`src/sv/sas_ram.sv`:
```
// Generic single-port-write, single-port-read synchronous RAM, registered read.
// No dependencies.

module sas_ram #(
    parameter int WIDTH = 8,
    parameter int DEPTH = 256
) (
    input  logic                     i_clk,
    input  logic                     i_we,
    input  logic [$clog2(DEPTH)-1:0] i_waddr,
    input  logic [WIDTH-1:0]         i_wdata,
    input  logic [$clog2(DEPTH)-1:0] i_raddr,
    output logic [WIDTH-1:0]         o_rdata
);

    logic [WIDTH-1:0] mem [DEPTH];

    always_ff @(posedge i_clk) begin
        if (i_we) begin
            mem[i_waddr] <= i_wdata;
        end
        o_rdata <= mem[i_raddr];
    end

endmodule

```
`config.mk`:
```
export PLATFORM = sky130hd
export DESIGN_NAME = sas_ram
export DESIGN_NICKNAME = d
export VERILOG_FILES = /design/src/sv/sas_ram.sv
export SDC_FILE = /design/constraint.sdc
export NUM_CORES = 2
export LEC_CHECK = 0
export ABC_CLOCK_PERIOD_IN_PS = 2200
export BUFFER_PORTS_ARGS = -buffer_cell sky130_fd_sc_hd__buf_4
export CORE_ASPECT_RATIO = 1.25
export CORE_MARGIN = 1.5
export CORE_UTILIZATION = 25
export DETAILED_ROUTE_END_ITERATION = 8
export SETUP_SLACK_MARGIN = 0.05
export SYNTH_ARGS = -nofsm -noshare
export SYNTH_HDL_FRONTEND = slang
export SYNTH_SLANG_ARGS = --single-unit
```
`constraint.sdc`:
```
create_clock -name i_clk -period 2.2 [get_ports i_clk]
set_input_delay 0.11 -clock i_clk [delete_from_list [all_inputs] [get_ports i_clk]]
set_output_delay 0.11 -clock i_clk [all_outputs]
set_load 0.05 [all_outputs]
```
# Word level (Yosys, flattened, before mapping)
# Memory sizes are Yosys's and may differ from the RTL's. A register that Yosys moved wholly into a read port is not among the register bits.
# Index checks and enable logic that the tools add are counted.
# word_totals
wordCells,3
regBits,0
inputBits,26
memories,1
out_inout_bits,8
mem_bits_rw,2048
# classes
mux,2
# memory_table
name,words,word_bits,rd,rd_ports_with_merged_regs,write_ports,line_no,source
mem,256,8,1,1,1,16,logic [WIDTH-1:0] mem [DEPTH];
# op_table
op,n
1-bit 2-to-1 mux,2

# Longest topological paths before layout
# logic_depth
ltp_word,2
depth_mapped,11
ltp_nobuf,6

# Worst setup path before layout
# Ideal clock, no wire load.
# synth_path
path_type,input to register
startpoint,input i_raddr[0]
endpoint,"register o_rdata[2], read port of mem"
slack_ps,152
path_buffers,4
t_required_ps,2069
setup_time_ps,131
cell_stages,9
arrival_time_ps,1917
cell_sequence,buf_6 > buf_12 > buf_8 > buf_2 > mux4_2 > a22oi_1 > a21oi_1 > nor4_1 > nor4_2
# synth_lines
item,line_no,source
"start, declared",12,"input logic [$clog2(DEPTH)-1:0] i_raddr,"
"end, declared",13,output logic [WIDTH-1:0] o_rdata

==> metrics.md <==
| Metric | Value |
|---|---|
| I/O pin count | `34` |
| Routed vias/inst | `4.59` |
| CP Capture Type | `flip-flop` |
| CP Depth | `6` |
| Die X | `508 µm` |
| Capturing point of the worst reg2reg path | `o_rdata[4]` |
| Syn Nets | `3759` |
| Worst endpoint data arrival time | `3000 ps` |
| Avg Synthesized Cell Area | `21.3 µm²` |
| Number of global-route vias before repair | `41700` |
| FF-to-FF path depth | `6` |
| RSZ-0062 raised after global routing | `yes` |
| Leak pwr | `30.4 nW` |
| Die Ht | `634 µm` |
| Largest net degree at the start of global routing | `100` |
| Top-area cell type share of the netlist area | `77.3%` |
| Fin Setup TNS | `-369 ps` |
| Critical path startpoint | `mem[86][4]` |
| Initial DRC count | `3715` |
| Clock skew | `31.2 ps` |
| Worst path most repeated cell | `mux4_2` |
| Core area | `0.317 mm²` |
| Clk slew on worst S/H paths | `70 ps` |
| Critical-path cell list | `mux4_2 -> mux4_2 -> nor2b_1 -> nor4_1 -> buf_4 -> nor4_2` |
| GRT Util Overall | `12.7%` |
| FF-to-FF Start | `mem[86][4]` |
| Post-DP HPWL | `139 mm` |
| CTS max path bufs | `4` |
| Synth area leaders | `edfxtp_1 (77%), mux4_2 (13%), mux2i_1 (1.7%), nor2_1 (1.3%), a22oi_1 (1.3%)` |
| Clk_lat worst skew | `810 ps` |
| Netlist cell types | `55` |
| Detailed-route via count | `40300` |
| Crit-path max cell delay | `570 ps` |
| Least-Margin Pin Slew | `1020 ps` |
| Most common flop cell mapped by yosys | `edfxtp_1` |
| Synth Area in Adders | `0%` |
| Detailed Route WL | `208 mm` |
| Cell Rows | `231` |
| Placed Cells | `8440` |
| Fmax | `431 MHz` |
| Post-route worst setup slack | `-123 ps` |
| Flip-flop and latch count after synthesis | `2056` |
| Clock Sinks | `2056` |
| DP Worst Slack | `-1260 ps` |
| Detail Route met2 WL | `110 mm` |
| Antenna violations before repair | `14` |
| CP required | `2870 ps` |
| Proportion of layout cells with a drive suffix above 1 | `33.1%` |
| Final ANT Viol Nets | `0` |
| Violated checks | `setup timing` |
| Setup violators final | `4` |
| Commonest cells post-synth | `edfxtp_1 (2048), mux4_2 (454), nor2_1 (282)` |
| H-tree depth | `4` |
| XOR/XNOR share of the synthesized area | `0%` |
| Yosys top cell by area | `edfxtp_1` |
| Final Util | `30.5%` |
| WL/cell | `23.8 µm` |
| Num CTS Buffers | `183` |
| CTS tree | `done` |
| Drt drc | `0` |
| Largest family of logic cells by synthesized area | `multiplexers` |
| Die ar. | `0.322 mm²` |
| Met3 WL post-DR | `10.8 mm` |
| Crit path max fanout | `1` |
| Area Overhead vs Synth | `21.3%` |
| Simple-Gate Fraction of Synth Area | `2.63%` |
| Number of flops mapped to enable cells by yosys | `2048` |
| Power Density | `822 mW/mm²` |
| Pins Over Slew Limit | `0` |
| Mapped cell area | `0.0796 mm²` |
| Final period util | `106%` |
| Crit path kind | `reg2reg` |
| Slowest CP cell | `mux4_2` |
| Post-synthesis mux area share | `14.6%` |
| Cell Count, Final, Fillers Out | `8777` |
| Max cap viols | `0` |
| CTS root buf | `clkbuf_16` |
| Drt pass-1 iters | `5` |
| Max rail drop VDD | `0.658 mV` |
| First-pass GRT wire length | `300 mm` |
| Family with the most delay on the worst path | `multiplexers` |
| R2R Setup Slk | `-120 ps` |
| Total grt overflow | `0` |
| Top-count cell post-synth | `edfxtp_1` |
| Crit path buf inv count | `1` |
| Compound-gate portion of the synthesized area | `3.42%` |
| Final hold viol count | `0` |
| Uppermost layer routed | `met5` |
| Area after DPL | `0.0903 mm²` |
| Setup bufs post-CTS | `0` |
| Initial core utilization | `25.1%` |
| Ys async rst share | `0%` |
| Worst setup endpoint | `o_rdata[4]` |
| # port buffers | `33` |
| Global placer's final weighted congestion | `0.825` |
| Tmin final | `2320 ps` |
| Hold WC Path Type | `in2reg` |
| Relative slew slack | `31.8%` |
| Cells after Synth | `3733` |
| Syn. warnings | `0` |
| Startpoint Class | `flip-flop` |
| Register area share after synthesis | `77.5%` |
| Metal-1 WL | `78.4 mm` |
| Final net count | `4467` |
| Status | `complete, but fails checks` |
| Final Instance Area | `0.0965 mm²` |
cell type report:
cell class | instances | area [µm²]
Timing Repair Buffer | 756 | 7030
Tap cell | 4194 | 5250
Inverter | 2 | 7.51
Fill cell | 30500 | 220000
Multi-Input combinational cell | 1442 | 16900
Clock buffer | 222 | 4790
Clock inverter | 99 | 902
Antenna cell | 6 | 15.0
Sequential cell | 2056 | 61700
power breakdown:
| group | switching (mW) | leakage (nW) | internal (mW) |
|---|---|---|---|
| Clock | 13.8 | 2.79 | 17.5 |
| Combinational | 2.88 | 9.15 | 1.98 |
| Sequential | 0.0883 | 18.5 | 43.1 |
repair_timing:
action                                 CTS  global route
gates resized for setup                 43            31
setup endpoints to repair                8             8
pin swaps                               12            20
endpoints found under the hold margin  921             0
hold buffers                            13             0
metrics by stage:
step                hold slack [ps]  total power, mW
CTS                            10.3             79.9
global route                   33.9             81.4
detailed placement              477             48.9
finish                         59.7             79.3
global placement                471             48.8
floorplan                       209             46.2
cells by family after synthesis:
family | Yosys count
AND/OR/NAND/NOR | 466
flip-flops | 2056
buffers and inverters | 235
AO/OA/AOI/OAI | 385
multiplexers | 591
per-layer routing:
metal  up-vias  GRT usage [%]
met5         -              0
met4         8           5.26
met3       364           1.50
met2      1347           23.2
met1     21500           15.0
li1      17100              -
state kept, by name (all words and copies together) (netlist names):
name	flops
mem	2048
o_rdata	8
how the worst min path moves through the flow:
| stage | start | to | slack (ps) | depth (start not counted) |
|---|---|---|---|---|
| 6_report | i_waddr[0] | mem[155][6] | 60 | 3 |
| 5_1_grt | i_waddr[0] | mem[155][5] | 30 | 3 |
| 4_1_cts | i_waddr[5] | mem[188][5] | 10 | 4 |
| 3_5_place_dp | i_wdata[5] | mem[54][5] | 480 | 1 |
| 3_3_place_gp | i_wdata[5] | mem[54][5] | 470 | 1 |
| 2_1_floorplan | i_wdata[0] | mem[0][0] | 210 | 0 |
layout by cell type, fill, tap and decap left out, types with 13 or more instances in the layout:
cell	netlist	layout
clkbuf_16	0	186
bufinv_16	0	17
nor2b_1	31	26
nor3_1	22	14
o22ai_1	28	28
o221ai_1	46	45
nor4_2	3	14
buf_12	8	99
nand3_1	34	33
clkinv_1	1	45
mux4_2	454	454
edfxtp_1	2048	2048
a22oi_1	133	125
clkinv_2	0	30
buf_4	27	632
clkbuf_1	111	36
a21oi_1	96	92
dlygate4sd3_1	0	13
mux2i_1	134	134
nand2_1	33	33
nor2_1	282	275
worst min-delay path, delay by kind of cell:
| kind | cells | cell delay, ps |
|---|---|---|
| AND/OR/NAND/NOR | 2 | 410 |
| buffers and inverters | 1 | 160 |
(Power assumes the default switching activity.)
